File: src/rtl/brl_pkg.sv
// ----------------------------------------------------------------------------
// brl_pkg - Bresenham line rasterizer shared definitions
// Coordinate widths, derived arithmetic widths, request codes and word types.
// ----------------------------------------------------------------------------
package brl_pkg;

    localparam int COORD_BITS  = 12;
    localparam int STEP_BITS   = COORD_BITS + 1;   // pixels left on the line
    localparam int ERR_BITS    = COORD_BITS + 3;   // signed decision variable
    localparam int SINC_BITS   = COORD_BITS + 1;   // straight increment, >= 0
    localparam int DINC_BITS   = COORD_BITS + 2;   // diagonal increment, <= 0
    localparam int QUEUE_DEPTH = 2;
    localparam int QPTR_BITS   = $clog2(QUEUE_DEPTH);
    localparam int QCNT_BITS   = $clog2(QUEUE_DEPTH + 1);

    typedef logic [COORD_BITS-1:0] t_coord;

    // request codes
    localparam logic REQ_START   = 1'b0;
    localparam logic REQ_ADVANCE = 1'b1;

    typedef struct packed {
        logic   req_type;
        t_coord x_start;
        t_coord y_start;
        t_coord x_stop;
        t_coord y_stop;
    } t_req;

    typedef struct packed {
        t_coord pixel_x;
        t_coord pixel_y;
        logic   pixel_valid;
        logic   last_pixel;
    } t_pix;

    // classified command, front to back
    typedef struct packed {
        logic   is_start;
        logic   x_neg;
        logic   y_neg;
        t_coord dx;
        t_coord dy;
        t_coord x0;
        t_coord y0;
    } t_cmd;

endpackage

File: src/rtl/brl_front.sv
// ----------------------------------------------------------------------------
// brl_front - request classifier
// Decodes the request, takes step signs and absolute deltas of a start word.
// ----------------------------------------------------------------------------
module brl_front
    import brl_pkg::*;
(
    input  logic i_in_valid,
    output logic o_in_ready,
    input  t_req i_in_data,
    output logic o_push,
    input  logic i_q_ready,
    output t_cmd o_cmd
);

    logic x_neg;
    logic y_neg;

    assign x_neg = i_in_data.x_stop < i_in_data.x_start;
    assign y_neg = i_in_data.y_stop < i_in_data.y_start;

    assign o_in_ready = i_q_ready;
    assign o_push     = i_in_valid & i_q_ready;

    always_comb begin
        o_cmd          = '0;
        o_cmd.is_start = (i_in_data.req_type == REQ_START);
        if (o_cmd.is_start) begin
            o_cmd.x_neg = x_neg;
            o_cmd.y_neg = y_neg;
            o_cmd.dx    = x_neg ? i_in_data.x_start - i_in_data.x_stop
                                : i_in_data.x_stop - i_in_data.x_start;
            o_cmd.dy    = y_neg ? i_in_data.y_start - i_in_data.y_stop
                                : i_in_data.y_stop - i_in_data.y_start;
            o_cmd.x0    = i_in_data.x_start;
            o_cmd.y0    = i_in_data.y_start;
        end
    end

endmodule

File: src/rtl/brl_queue.sv
// ----------------------------------------------------------------------------
// brl_queue - command queue
// Small register FIFO between classifier and stepper.
// ----------------------------------------------------------------------------
module brl_queue
    import brl_pkg::*;
(
    input  logic i_clk,
    input  logic i_rst_n,
    input  logic i_push,
    input  t_cmd i_cmd,
    output logic o_ready,
    output logic o_valid,
    input  logic i_pop,
    output t_cmd o_cmd
);

    t_cmd                 r_mem [QUEUE_DEPTH];
    logic [QPTR_BITS-1:0] r_wr_ptr;
    logic [QPTR_BITS-1:0] r_rd_ptr;
    logic [QCNT_BITS-1:0] r_count;
    logic [QPTR_BITS-1:0] n_wr_ptr;
    logic [QPTR_BITS-1:0] n_rd_ptr;
    logic [QCNT_BITS-1:0] n_count;

    assign o_ready = (r_count != QCNT_BITS'(QUEUE_DEPTH));
    assign o_valid = (r_count != '0);
    assign o_cmd   = r_mem[r_rd_ptr];

    always_comb begin
        n_wr_ptr = r_wr_ptr;
        n_rd_ptr = r_rd_ptr;
        n_count  = r_count;
        if (i_push) begin
            n_wr_ptr = (r_wr_ptr == QPTR_BITS'(QUEUE_DEPTH - 1)) ? '0 : r_wr_ptr + 1'b1;
        end
        if (i_pop) begin
            n_rd_ptr = (r_rd_ptr == QPTR_BITS'(QUEUE_DEPTH - 1)) ? '0 : r_rd_ptr + 1'b1;
        end
        if (i_push && !i_pop) begin
            n_count = r_count + 1'b1;
        end else if (i_pop && !i_push) begin
            n_count = r_count - 1'b1;
        end
    end

    always_ff @(posedge i_clk) begin
        if (!i_rst_n) begin
            r_wr_ptr <= '0;
            r_rd_ptr <= '0;
            r_count  <= '0;
        end else begin
            r_wr_ptr <= n_wr_ptr;
            r_rd_ptr <= n_rd_ptr;
            r_count  <= n_count;
        end
    end

    always_ff @(posedge i_clk) begin
        if (i_push) begin
            r_mem[r_wr_ptr] <= i_cmd;
        end
    end

`ifndef SYNTHESIS
    a_no_overflow: assert property (@(posedge i_clk) disable iff (!i_rst_n)
        i_push |-> (r_count != QCNT_BITS'(QUEUE_DEPTH)) || i_pop)
        else $error("queue push while full");
    a_no_underflow: assert property (@(posedge i_clk) disable iff (!i_rst_n)
        i_pop |-> (r_count != '0))
        else $error("queue pop while empty");
`endif

endmodule

File: src/rtl/brl_back.sv
// ----------------------------------------------------------------------------
// brl_back - line stepper
// Holds the line state, steps one pixel per command, registers the result.
// ----------------------------------------------------------------------------
module brl_back
    import brl_pkg::*;
(
    input  logic i_clk,
    input  logic i_rst_n,
    input  logic i_q_valid,
    input  t_cmd i_cmd,
    output logic o_pop,
    output logic o_out_valid,
    input  logic i_out_ready,
    output t_pix o_out_data
);

    t_coord                       r_cur_x;
    t_coord                       r_cur_y;
    logic [STEP_BITS-1:0]         r_steps;
    logic signed [ERR_BITS-1:0]   r_err;
    logic [SINC_BITS-1:0]         r_inc_s;
    logic signed [DINC_BITS-1:0]  r_inc_d;
    logic                         r_x_neg;
    logic                         r_y_neg;
    logic                         r_x_major;
    logic                         r_active;
    logic                         r_out_valid;
    t_pix                         r_out;

    t_coord                       n_cur_x;
    t_coord                       n_cur_y;
    logic [STEP_BITS-1:0]         n_steps;
    logic signed [ERR_BITS-1:0]   n_err;
    logic [SINC_BITS-1:0]         n_inc_s;
    logic signed [DINC_BITS-1:0]  n_inc_d;
    logic                         n_x_neg;
    logic                         n_y_neg;
    logic                         n_x_major;
    logic                         n_active;
    t_pix                         n_out;

    logic                         x_major;
    t_coord                       major;
    t_coord                       minor;
    logic                         diag;
    t_coord                       step_x;
    t_coord                       step_y;

    // take a command when the output register is free or being drained
    assign o_pop       = i_q_valid & (~r_out_valid | i_out_ready);
    assign o_out_valid = r_out_valid;
    assign o_out_data  = r_out;

    assign x_major = (i_cmd.dx >= i_cmd.dy);
    assign major   = x_major ? i_cmd.dx : i_cmd.dy;
    assign minor   = x_major ? i_cmd.dy : i_cmd.dx;
    assign diag    = ~r_err[ERR_BITS-1];
    assign step_x  = r_x_neg ? r_cur_x - 1'b1 : r_cur_x + 1'b1;
    assign step_y  = r_y_neg ? r_cur_y - 1'b1 : r_cur_y + 1'b1;

    always_comb begin
        n_cur_x   = r_cur_x;
        n_cur_y   = r_cur_y;
        n_steps   = r_steps;
        n_err     = r_err;
        n_inc_s   = r_inc_s;
        n_inc_d   = r_inc_d;
        n_x_neg   = r_x_neg;
        n_y_neg   = r_y_neg;
        n_x_major = r_x_major;
        n_active  = r_active;
        n_out     = '0;
        if (i_cmd.is_start) begin
            n_x_neg   = i_cmd.x_neg;
            n_y_neg   = i_cmd.y_neg;
            n_x_major = x_major;
            n_err     = $signed({2'b00, minor, 1'b0}) - $signed({3'b000, major});
            n_inc_s   = {minor, 1'b0};
            n_inc_d   = $signed({1'b0, minor, 1'b0}) - $signed({1'b0, major, 1'b0});
            n_steps   = {1'b0, major};
            n_cur_x   = i_cmd.x0;
            n_cur_y   = i_cmd.y0;
            n_active  = (major != '0);
            n_out.pixel_x     = i_cmd.x0;
            n_out.pixel_y     = i_cmd.y0;
            n_out.pixel_valid = 1'b1;
            n_out.last_pixel  = (major == '0);
        end else if (r_active) begin
            if (r_x_major) begin
                n_cur_x = step_x;
                n_cur_y = diag ? step_y : r_cur_y;
            end else begin
                n_cur_y = step_y;
                n_cur_x = diag ? step_x : r_cur_x;
            end
            n_err    = diag ? r_err + {r_inc_d[DINC_BITS-1], r_inc_d}
                            : r_err + $signed({2'b00, r_inc_s});
            n_steps  = r_steps - 1'b1;
            n_active = (r_steps != STEP_BITS'(1));
            n_out.pixel_x     = n_cur_x;
            n_out.pixel_y     = n_cur_y;
            n_out.pixel_valid = 1'b1;
            n_out.last_pixel  = (r_steps == STEP_BITS'(1));
        end
    end

    always_ff @(posedge i_clk) begin
        if (!i_rst_n) begin
            r_cur_x     <= '0;
            r_cur_y     <= '0;
            r_steps     <= '0;
            r_err       <= '0;
            r_inc_s     <= '0;
            r_inc_d     <= '0;
            r_x_neg     <= 1'b0;
            r_y_neg     <= 1'b0;
            r_x_major   <= 1'b1;
            r_active    <= 1'b0;
            r_out_valid <= 1'b0;
        end else begin
            if (o_pop) begin
                r_cur_x   <= n_cur_x;
                r_cur_y   <= n_cur_y;
                r_steps   <= n_steps;
                r_err     <= n_err;
                r_inc_s   <= n_inc_s;
                r_inc_d   <= n_inc_d;
                r_x_neg   <= n_x_neg;
                r_y_neg   <= n_y_neg;
                r_x_major <= n_x_major;
                r_active  <= n_active;
            end
            if (o_pop) begin
                r_out_valid <= 1'b1;
            end else if (i_out_ready) begin
                r_out_valid <= 1'b0;
            end
        end
    end

    always_ff @(posedge i_clk) begin
        if (o_pop) begin
            r_out <= n_out;
        end
    end

`ifndef SYNTHESIS
    a_active_has_steps: assert property (@(posedge i_clk) disable iff (!i_rst_n)
        r_active |-> (r_steps != '0))
        else $error("active line with no steps left");
    a_zero_length: assert property (@(posedge i_clk) disable iff (!i_rst_n)
        (o_pop && i_cmd.is_start && i_cmd.dx == '0 && i_cmd.dy == '0) |=> !r_active)
        else $error("zero-length line left active");
    a_last_is_pixel: assert property (@(posedge i_clk) disable iff (!i_rst_n)
        (r_out_valid && r_out.last_pixel) |-> r_out.pixel_valid)
        else $error("last flag on an empty result");
    a_idle_advance: assert property (@(posedge i_clk) disable iff (!i_rst_n)
        (o_pop && !i_cmd.is_start && !r_active) |=> (!r_active && !r_out.pixel_valid))
        else $error("advance without a line produced a pixel");
`endif

endmodule

File: src/rtl/bresenham_line_rasterizer_core.sv
// ----------------------------------------------------------------------------
// bresenham_line_rasterizer_core - all-octant Bresenham line rasterizer
// Start words load two endpoints and emit the first pixel; advance words emit the next pixel.
// ----------------------------------------------------------------------------
//
//  channel  | valid / ready                | word
//  ---------+------------------------------+---------------------------------
//  request  | i_in_valid  / o_in_ready     | i_in_data  (t_req)
//  pixel    | o_out_valid / i_out_ready    | o_out_data (t_pix)
//
//  One word in, one word out; one request per clock sustained while the pixel side stays ready.
//  An accepted request is written into the queue; the stepper then pops it
//  and writes its pixel word to the output register.
//  The stepper's error-term add/compare loop sets the one-per-clock rate.
//  Reset (i_rst_n low, synchronous) empties the queue and drops any line.
//  A stall on the pixel side fills the two-word queue, then drops o_in_ready.
//
module bresenham_line_rasterizer_core
    import brl_pkg::*;
(
    input  logic i_clk,
    input  logic i_rst_n,
    input  logic i_in_valid,
    output logic o_in_ready,
    input  t_req i_in_data,
    output logic o_out_valid,
    input  logic i_out_ready,
    output t_pix o_out_data
);

    logic push;
    logic pop;
    logic q_ready;
    logic q_valid;
    t_cmd push_cmd;
    t_cmd head_cmd;

    // front: decode, signs and absolute deltas
    brl_front u_front (
        .i_in_valid (i_in_valid),
        .o_in_ready (o_in_ready),
        .i_in_data  (i_in_data),
        .o_push     (push),
        .i_q_ready  (q_ready),
        .o_cmd      (push_cmd)
    );

    // decoupling queue
    brl_queue u_queue (
        .i_clk   (i_clk),
        .i_rst_n (i_rst_n),
        .i_push  (push),
        .i_cmd   (push_cmd),
        .o_ready (q_ready),
        .o_valid (q_valid),
        .i_pop   (pop),
        .o_cmd   (head_cmd)
    );

    // back: line state, stepping and output register
    brl_back u_back (
        .i_clk       (i_clk),
        .i_rst_n     (i_rst_n),
        .i_q_valid   (q_valid),
        .i_cmd       (head_cmd),
        .o_pop       (pop),
        .o_out_valid (o_out_valid),
        .i_out_ready (i_out_ready),
        .o_out_data  (o_out_data)
    );

endmodule

File: config.mk
export PLATFORM = sky130hd
export DESIGN_NAME = bresenham_line_rasterizer_core
export DESIGN_NICKNAME = d
export VERILOG_FILES = /design/src/rtl/brl_pkg.sv /design/src/rtl/brl_front.sv /design/src/rtl/brl_queue.sv /design/src/rtl/brl_back.sv /design/src/rtl/bresenham_line_rasterizer_core.sv
export SDC_FILE = /design/constraint.sdc
export NUM_CORES = 1
export LEC_CHECK = 0
export ABC_AREA = 1
export BUFFER_PORTS_ARGS = -buffer_cell sky130_fd_sc_hd__buf_2
export CELL_PAD_IN_SITES_DETAIL_PLACEMENT = 1
export CELL_PAD_IN_SITES_GLOBAL_PLACEMENT = 1
export CORE_MARGIN = 4
export CORE_UTILIZATION = 45
export DETAILED_ROUTE_END_ITERATION = 7
export GPL_ROUTABILITY_DRIVEN = 0
export HOLD_SLACK_MARGIN = 0.12
export PLACE_DENSITY = 0.83
export SYNTH_ARGS = -nofsm -noshare
export SYNTH_HDL_FRONTEND = slang
export SYNTH_HIERARCHICAL = 1
export SYNTH_SLANG_ARGS = --single-unit
export TNS_END_PERCENT = 1
File: constraint.sdc
create_clock -name i_clk -period 4.15 [get_ports i_clk]
set_input_delay 0.83 -clock i_clk [delete_from_list [all_inputs] [get_ports i_clk]]
set_output_delay 0.83 -clock i_clk [all_outputs]
set_load 0.02 [all_outputs]
==> impl_results.md, run 1 <==
* Synthesized flop and latch total at between 200 and 250
* Slew Viols, Final at 0
* Overall die area at between 0.03 and 0.04 mm^2
* Setup crit start kind: register
* Largest net degree at the start of global routing at 87
* Post-Syn Nets at between 2000 and 2500
* Power Dens Cells at between 800 and 900 mW/mm^2
* Maxcap violations at 0
* # IOs at between 80 and 90
* Post-synth EDFFs at around 130
* # port buffers at 80
* Sequential fraction of the synthesis area at a little over a third
* Period utilisation layout at 92.5%
* Slowest stage cell on the critical path: fa_1
* Delay-heaviest family, CP: compound AO/OA/AOI/OAI gates
* Routed wire per std cell at 18.4 um
* Asr flop ratio synth at 0%
* Final setup fails at 0
* Hold path cells at 2
* Post-DRT Antenna Nets at 0
* Core area at ~0.034 mm^2
* Post-synth top area share at between 20% and 30%
* Worst-Margin Slew at 1120 ps
* CTS buffer count at 23
* Crit-path max cell delay at around 450 ps
* Initial antenna violation count at 0
* Largest cells by area after synthesis: edfxtp_1 24%, nand2_1 13%, dfxtp_1 11%, ha_1 8.0%, inv_1 7.3%
* Pleak at about 8.4 nW
* Worst setup EP type: register
* Final-layout fill cell count at ~4400
* Tmin final at between 3000 and 4000 ps
* RSZ-0062 raised after global routing: false
* Initial Utilization at 45.5%
* Hold WC Path Type: reg -> reg
* Fmax at 260 MHz
* First-pass GRT wire length at 77500 um
* Hpwl dp at around 37000 um
* WP depth at 22
* Ys Warns at 6
* Final Power at ~14 mW
* Proportion of layout cells with a drive suffix above 1 at a little over an eighth
* Post-Syn Area per Cell at approximately 7.6 um^2
* Core Rows at just under 70
* Main synth FF type: edfxtp_1
* Vias per cell at 5.47
* Commonest cells in the netlist: 543 x nand2_1, 304 x inv_1, 142 x nor2_1
* CTS clk-pin slew, worst paths at ~60 ps
* Final Net Count at 2288
* Setup Skew at around 19 ps
* Peak VDD IR at approximately 380 uV
* Inserted Diodes at 0
* Synthesis-to-finish area growth at 9.97%
* Post-Syn Instances at a little over 2000
* Iter 0 DRT Violations at roughly 1100
* Max H-tree Level at 1
* Number of global-route vias before repair at approximately 15000
* CTS tree: yes
* Leading area contributor after synthesis: edfxtp_1
* CP bufs+invs at 5
* TritonRoute pass-1 iters at 5
* Most common cell in the netlist: nand2_1
* Critical path required time at between 4000 and 5000 ps
* Setup Total Neg Slack at 0 ps
* Crit Path Max Fanout at 10
* Die H at between 150 and 200 um
* Count of cell types in the netlist at 54
* Via count at 14200
* # clock sinks at 214
* Crit path cell chain: buf_12 -> mux2_4 -> inv_1 -> ha_2 -> nand2_2 -> inv_2 -> nand2_1 -> nand2_1 -> a21oi_4 -> nand2_4 -> o21ai_2 -> inv_1 -> fa_1 -> inv_1 -> a21oi_2 -> a21oi_4 -> nand3_2 -> nand2_1 -> nand3_1 -> nand3_1 -> nand3_1 -> a21oi_1
* Final WL at ~48000 um
* Root Buffer: clkbuf_16
* Overall routing resource usage at roughly 25%
* Setup CP Type: reg -> reg
* Final non-filler cell total at around 2600
* Residual DRC at 0
* CTS Buffer Depth at 3
* Relative slew slack at 25.3%
* Endpoints failing hold at 0
* Die W at between 150 and 200 um
* Placed Cells at between 2000 and 3000
* Worst EP arrival at ~4300 ps
* Cell count of the worst reg-to-reg path at 22
* Total gr overflow at 0
* Status: finished clean
* Synthesized area at roughly 0.016 mm^2
* Clock latency on the worst-skew pair at between 500 and 600 ps
## path summary, 6_finish.rpt
| kind | start | endpoint | slack [ps] |
|---|---|---|---|
| setup / recovery | register | u_back/r_err[10]$_SDFFE_PN0P_ | 310 |
| hold / removal | u_back/r_inc_d[11]$_SDFFE_PN0P_ | u_back/r_inc_d[11]$_SDFFE_PN0P_ | 460 |
| setup reg to reg | register | u_back/r_err[10]$_SDFFE_PN0P_ | 310 |
| hold reg to reg | u_back/r_inc_d[11]$_SDFFE_PN0P_ | u_back/r_inc_d[11]$_SDFFE_PN0P_ | 460 |
## flip-flops by register name, indices dropped and copies added (netlist names), 12 cells and up, named ones only
register / cells
u_back/r_cur_y: 12
u_back/r_inc_d: 13
u_queue/r_mem: 102
u_back/r_cur_x: 12
u_back/r_steps: 13
u_back/o_out_data: 26
u_back/r_err: 14
u_back/r_inc_s: 12
## layer usage
metal | vias up | GRT usage (%) | part of all wire (%)
met3 | 84 | 2.60 | 4.5
met1 | 6884 | 32.5 | 44
li1 | 6890 | - | -
met5 | - | 0 | 0
met4 | 0 | 6.77 | 2.7
met2 | 350 | 43.4 | 49
## worst min-delay path, delay by kind of cell, from the launching register on
kind / cells / cell delay (ps)
flops: 1 / 290
buf+inv: 1 / 60
compound gates: 1 / 60
## cell usage in the layout (no fill, tap or decap), types with 6 or more instances in the layout
master / n
a31oi_1: 16
buf_2: 80
ha_1: 99
dfxtp_1: 85
o21ai_2: 6
xnor2_1: 10
nand3_2: 10
inv_1: 303
nor2_4: 7
nor3_1: 16
xor2_1: 29
a21oi_1: 125
edfxtp_1: 128
fa_1: 8
buf_4: 19
o22ai_1: 8
nand2_1: 543
o21ai_0: 115
nand4_1: 16
nor2_1: 139
o21ai_1: 15
nor2_2: 8
o211ai_1: 28
nand2_2: 36
mux2_4: 50
inv_2: 8
nand3_1: 136
clkbuf_16: 23
## power by group
part           leakage [nW]  switching (mW)  internal, mW  total (mW)
Sequential             1.94           0.401          3.03        3.43
Clock                 0.374           0.884          1.27        2.16
Combinational          6.05            5.89          2.81        8.70
## metrics by stage
stage / instance area, um^2 / setup slack, ps / hold WS (ps) / utilization, %
finish: 17300 / 311 / 458 / 50.1
global placement: 16400 / 407 / 443 / 47.7
detailed placement: 16400 / 206 / 448 / 47.7
CTS: 17200 / 178 / 464 / 50.0
global route: 17300 / 13.1 / 499 / 50.1
floorplan: 15700 / 527 / 426 / -
## cell families after synthesis
logic type / count (synthesis) / synth area share [%]
simple gates: 928 / 25.6
buf+inv: 377 / 10.2
compound gates: 347 / 12.7
flops: 214 / 35.5
fa+ha+maj: 108 / 9.00
mux: 51 / 4.86
xor+xnor: 39 / 2.18
## timing repair
item | 4_1_cts | 5_1_grt
buffers inserted | 0 | 1
gates resized for setup | 0 | 2
hold buffers | 0 | 0
setup endpoints to repair | 0 | 11
## final cells by class
type	instances	area (um^2)	share of cell area [%]
Sequential cell	214	5570	32.3
Clock buffer	31	636	3.68
Clock inverter	11	155	0.899
Timing Repair Buffer	102	603	3.50
Tap cell	455	569	3.30
Multi-Input combinational cell	1473	8550	49.5
Inverter	313	1170	6.81
(Power assumes the default switching activity.)
==> inputs of run 2 (changes only) <==
- CORE_UTILIZATION: 45 -> 47
- GPL_ROUTABILITY_DRIVEN: 0 -> default
- GPL_TIMING_DRIVEN: default -> 0
- PLACE_DENSITY: 0.83 -> 0.86
==> run 2 against run 1 <==
Effect of this change:
- utilization is 4.0 points higher
- critical path depth is 2 higher
- sequential cell count stayed put
- non-clock buffer count is 57 higher
- first-iteration DRC count is 3.6% lower
- register-to-register slack worse by 160 ps
- clock skew is 2.4 ps higher
- clock power hardly changed
- maximum frequency is 4.0% lower
- sequential share of layout area is 0.82 points lower
- die area is 4.1% lower
- highest routed layer is now met5
==> impl_results.md, run 2 (synthesized netlist as in run 1, its figures left out) <==
* Comb pwr share at between 60% and 70%
* CTS clk-pin slew, worst paths at about 60 ps
* Internal Pwr Total at about 7.4 mW
* Placed Cells at between 2000 and 3000
* Vias per cell at between 5 and 6
* Final Net Count at between 2000 and 2500
* Critical path required time at 4570 ps
* Post-DRT Antenna Nets at 0
* Initial Utilization at 48.0%
* Status: finished clean
* Max H-tree Level at 1
* TritonRoute pass-1 iters at 5
* Final non-filler cell total at approximately 2600
* Clock power frac at about 14%
* FF/Latch Area at roughly 0.0056 mm^2
* Endpoints failing hold at 0
* Die W at about 190 um
* # clock sinks at approximately 210
* Setup Skew at 21.3 ps
* Multi-input gate area at 0.00863 mm^2
* Hold path cells at 2
* Final setup fails at 0
* Period utilisation layout at just under 100%
* Hold Path Origin: u_back/r_inc_d[8]$_SDFFE_PN0P_
* Tmin final at approximately 4000 ps
* Worst-Margin Slew at ~1100 ps
* Setup crit start kind: register
* Fin worst setup slack at 152 ps
* Slew Viols, Final at 0
* Final WL at 51400 um
* Root Buffer: clkbuf_16
* Fmax at between 200 and 300 MHz
* Final Core Density at 54.1%
* Die H at roughly 190 um
* Clock latency on the worst-skew pair at 540 ps
* Overall routing resource usage at ~28%
* Peak VDD IR at ~380 uV
* Max FFs per register at 102
* Via count at roughly 15000
* Maxcap violations at 0
* Hold WS at approximately 450 ps
* First-pass GRT wire length at ~82000 um
* Cell count of the worst reg-to-reg path at 24
* Worst setup EP type: register
* Initial antenna violation count at 1
* Overall die area at 0.0364 mm^2
* Number of global-route vias before repair at roughly 16000
* Most frequent cells in the layout: 541 x nand2_1, 300 x inv_1, 140 x nor2_1
* Setup Total Neg Slack at 0 ps
* Crit Path Max Fanout at 10
* Synthesis-to-finish area growth at 12.8%
* Switching part of the total at between 50% and 60%
* Proportion of layout cells with a drive suffix above 1 at between 10% and 20%
* Inserted Diodes at 0
* Area post-placement at approximately 0.017 mm^2
* Setup CP Type: reg -> reg
* Total gr overflow at 0
* # IOs at 81
* Worst EP arrival at approximately 4400 ps
* Largest net degree at the start of global routing at 37
* Core Rows at between 60 and 70
* Hpwl dp at roughly 40000 um
* Relative slew slack at 25.1%
* CTS tree: yes
* Final-layout fill cell count at approximately 4200
* Post-route cell area at roughly 0.018 mm^2
* Top reg by flops: u_queue/r_mem
* Net Sw Power at around 7.5 mW
* Commonest non-fill, non-tap cell in the layout: nand2_1
* Iter 0 DRT Violations at roughly 1100
* Power Dens Cells at between 800 and 900 mW/mm^2
* Core area at between 0.03 and 0.04 mm^2
* Routed wire per std cell at slightly below 20 um
* # port buffers at 79
* Final Power at approximately 15 mW
* Reg2Reg Setup Slack at 150 ps
* CTS Buffer Depth at 3
* CTS buffer count at 24
* Hold WC Path Type: reg -> reg
* Sequential Power Share at between 20% and 30%
* RSZ-0062 raised after global routing: true
* Pre-CTS WS at -332 ps
* Pleak at 8.51 nW
* Final GP Congestion at between 0.9 and 1
* Residual DRC at 0
[run 2: cell types whose count changed in the layout (fill, tap and decap cells not counted), moves of 3 or more]
cell / previous run / this run
inv_2: 8 / 11
clkbuf_8: 3 / 0
ha_4: 0 / 4
clkinv_1: 3 / 7
ha_1: 99 / 94
clkbuf_1: 5 / 41
buf_2: 80 / 83
inv_1: 303 / 300
buf_1: 0 / 4
buf_12: 3 / 9
buf_6: 0 / 9
[run 2: path summary, 6_finish.rpt]
kind	endpoint
worst max register to register	u_back/r_err[14]$_SDFFE_PN0P_
worst max-delay path	u_back/r_err[14]$_SDFFE_PN0P_
worst min-delay path	u_back/r_inc_d[8]$_SDFFE_PN0P_
worst min register to register	u_back/r_inc_d[8]$_SDFFE_PN0P_
[run 2: power groups by stage]
stage	Clock [mW]	Sequential (mW)	Combinational (mW)
global route	2.28	3.47	10.3
CTS	2.19	3.40	8.91
floorplan	0	3.51	6.11
global placement	0	3.39	8.38
detailed placement	0	3.43	8.74
finish	2.17	3.41	9.37
[run 2: routing by layer]
metal  wire [um]  up-vias  GRT usage [%]  part of all wire [%]
met4        2190        2           10.8                   4.3
li1            -     7009              -                     -
met2       24700      457           49.1                    48
met3        2860      128           3.30                   5.6
met5          13        -              0                 0.025
met1       21700     7140           35.3                    42
[run 2: final cells by class]
type / instances / area share, %
sequential: 214 / 31.5
clock inverter: 16 / 0.990
tap: 442 / 3.13
clock buffer: 28 / 3.48
buffer: 64 / 2.48
timing repair buffer: 95 / 3.05
multi-input combinational: 1473 / 48.8
inverter: 313 / 6.64
[run 2: repair_timing]
action                     4_1_cts  5_1_grt
buffers inserted                 2       12
hold endpoints to repair         0        0
setup endpoints to repair       10       13
pin swaps                        1        5
gates resized for setup          5       24
hold buffers                     0        0
[run 2: critical path, cell delays in order (launching register included)]
cell and delay (ps):
dfxtp_1 320, buf_6 160, buf_12 160, mux2_4 350, inv_1 70, ha_1 300
nand2_2 150, inv_1 70, nand2_1 60, nand2_1 70, a21oi_4 180, nand2_4 100
buf_12 160, nand2_1 90, o21ai_2 130, ha_1 400, nand4_1 190, nand2_2 140
nand2_2 90, a21oi_2 180, nand3_1 100, nand3_1 130, nand3_1 140, nand2_1 120
inv_1 40
==> inputs of run 3 (changes only) <==
- CORE_MARGIN: 4 -> 2
==> run 3 against run 2 <==
Effect of this change:
- first-iteration DRC count down 16%
- via count up 0.50%
- count of clock-buffer cells in the layout down 2
- total power up 1.7%
- global-route usage up 1.5 points
- non-clock buffer count down 4
- sequential power about the same
- sequential cell count unchanged
- maximum frequency down 1.4%
- critical endpoint unchanged
- largest power group unchanged
- highest routed layer is now met4
==> impl_results.md, run 3 (synthesized netlist as in run 1, its figures left out) <==
* FF/Latch Area at ~0.0056 mm^2
* Final non-filler cell total at between 2000 and 3000
* Critical Path End: u_back/r_err[14]$_SDFFE_PN0P_
* Fmax at roughly 250 MHz
* Crit path cell chain: buf_6 -> buf_12 -> mux2_4 -> ha_4 -> nand2_2 -> inv_2 -> nand2_2 -> nor3_4 -> nand2_4 -> nand2_4 -> buf_4 -> nand2_1 -> o21ai_4 -> inv_1 -> ha_1 -> nand4_1 -> nand2_2 -> nand2_2 -> a21oi_4 -> nand3_1 -> nand3_1 -> nand3_1 -> nand2_1 -> inv_1
* Final-layout fill cell count at roughly 4200
* Setup crit start kind: register
* Worst EP arrival at 4500 ps
* Inserted Diodes at 0
* Final Core Density at around 54%
* FF-to-FF End: u_back/r_err[14]$_SDFFE_PN0P_
* Residual DRC at 0
* Crit Path Max Fanout at 10
* Setup Skew at roughly 18 ps
* Largest net degree at the start of global routing at 45
* Hold WC Path Type: reg -> reg
* Synthesis-to-finish area growth at 13.2%
* CTS Buffer Depth at 3
* Pleak at around 8.5 nW
* Post-DRT Antenna Nets at 0
* Overall routing resource usage at between 20% and 30%
* CTS clk-pin slew, worst paths at approximately 60 ps
* Initial antenna violation count at 0
* Placed Cells at between 2000 and 3000
* Commonest non-fill, non-tap cell in the layout: nand2_1
* Max FFs per register at between 100 and 150
* Slew Viols, Final at 0
* Critical path required time at 4590 ps
* Hold path cells at 2
* Worst setup EP type: register
* Hold_buf cts at 0
* Status: finished clean
* Final Net Count at around 2300
* # port buffers at 79
* Final GP Congestion at between 0.9 and 1
* Slowest stage cell on the critical path: mux2_4
* Hpwl dp at between 40000 and 50000 um
* Max H-tree Level at 1
* Total gr overflow at 0
* Iter 0 DRT Violations at between 800 and 900
* Period utilisation layout at 97.7%
* Final WL at about 52000 um
* Tmin final at ~4100 ps
* Vias per cell at 5.61
* Multi-input gate area at just under 0.009 mm^2
* Routed wire per std cell at between 15 and 20 um
* First-pass GRT wire length at ~83000 um
* Proportion of layout cells with a drive suffix above 1 at roughly 15%
* Crit-path most repeated cell: nand2_2
* Worst-Margin Slew at about 1200 ps
* # IOs at 81
* Core Rows at 66
* Initial Utilization at a little under half
* TritonRoute pass-1 iters at 7
* CTS buffer count at 24
* Root Buffer: clkbuf_16
* Power Dens Cells at ~860 mW/mm^2
* Die W at ~190 um
* Cell count of the worst reg-to-reg path at 24
* Overall die area at 0.0349 mm^2
* Via count at approximately 15000
* Core area at 0.0327 mm^2
* Number of global-route vias before repair at 15500
* Most frequent cells in the layout: 541 x nand2_1, 301 x inv_1, 140 x nor2_1
* Clock latency on the worst-skew pair at approximately 550 ps
* Setup CP Type: reg -> reg
* Endpoints failing hold at 0
* Crit-path max cell delay at around 340 ps
* Reg2Reg Setup Slack at roughly 96 ps
* RSZ-0062 raised after global routing: true
* Die H at between 150 and 200 um
* Maxcap violations at 0
* CTS tree: yes
* Peak VDD IR at 405 uV
* # clock sinks at approximately 210
* Top reg by flops: u_queue/r_mem
* Relative slew slack at approximately a fifth
* Final setup fails at 0
[run 3: stage by stage]
| stage | hold WS [ps] | TNS, ps | setup WS, ps | total power [mW] | instance area (um^2) |
|---|---|---|---|---|---|
| CTS | 460 | 0 | 20.7 | 14.8 | 17600 |
| global route | 485 | -134 | -58.4 | 16.3 | 17800 |
| detailed placement | 449 | -1310 | -355 | 12.2 | 16700 |
| floorplan | 426 | 0 | 527 | 9.62 | 15700 |
| global placement | 439 | -29600 | -574 | 11.8 | 16600 |
| finish | 456 | 0 | 95.5 | 15.2 | 17800 |
[run 3: how the worst min path moves through the flow]
stage | slack, ps | to | startpoint
3_5_place_dp | 450 | u_back/r_inc_s[11]$_SDFFE_PN0P_ | u_back/r_inc_s[11]$_SDFFE_PN0P_
6_report | 460 | u_back/r_inc_s[11]$_SDFFE_PN0P_ | u_back/r_inc_s[11]$_SDFFE_PN0P_
3_3_place_gp | 440 | u_back/r_inc_s[4]$_SDFFE_PN0P_ | u_back/r_inc_s[4]$_SDFFE_PN0P_
2_1_floorplan | 430 | u_back/r_inc_d[8]$_SDFFE_PN0P_ | u_back/r_inc_d[8]$_SDFFE_PN0P_
5_1_grt | 490 | u_back/r_inc_d[8]$_SDFFE_PN0P_ | u_back/r_inc_d[8]$_SDFFE_PN0P_
4_1_cts | 460 | u_back/r_inc_s[11]$_SDFFE_PN0P_ | u_back/r_inc_s[11]$_SDFFE_PN0P_
[run 3: worst max-delay path, delay by kind of cell (launching register included)]
family	cells	cell delay, ps
simple gates	13	1610
buf+inv	6	730
fa+ha+maj	2	620
mux	1	340
flops	1	330
compound gates	2	280
[run 3: metal layers]
metal  wire length, um  vias to the layer above  share of wire, %  global-route usage (%)
met2             26200                      436                50                    53.2
met1             21900                     7266                42                    36.5
met4              1900                        0               3.6                    10.8
met3              2400                      110               4.6                    2.73
met5                 0                        -                 0                       0
li1                  -                     6998                 -                       -
[run 3: timing repair]
item | CTS | global route
endpoints found under the setup margin | 9 | 15
buffers inserted | 4 | 6
gates resized for setup | 10 | 25
pin swaps | 2 | 6
[run 3: layout make-up]
cell class | count | share of cell area, %
tap | 442 | 3.11
sequential | 214 | 31.3
timing repair buffer | 91 | 2.87
clock buffer | 26 | 3.42
clock inverter | 18 | 1.39
multi-input combinational | 1473 | 48.9
inverter | 313 | 6.61
buffer | 64 | 2.40
[run 3: power by group]
part / leakage, nW / internal, mW / switching [mW]
logic: 6.19 / 3.14 / 6.35
registers: 1.94 / 3.02 / 0.387
clock network: 0.412 / 1.38 / 0.932
total: 8.54 / 7.54 / 7.67
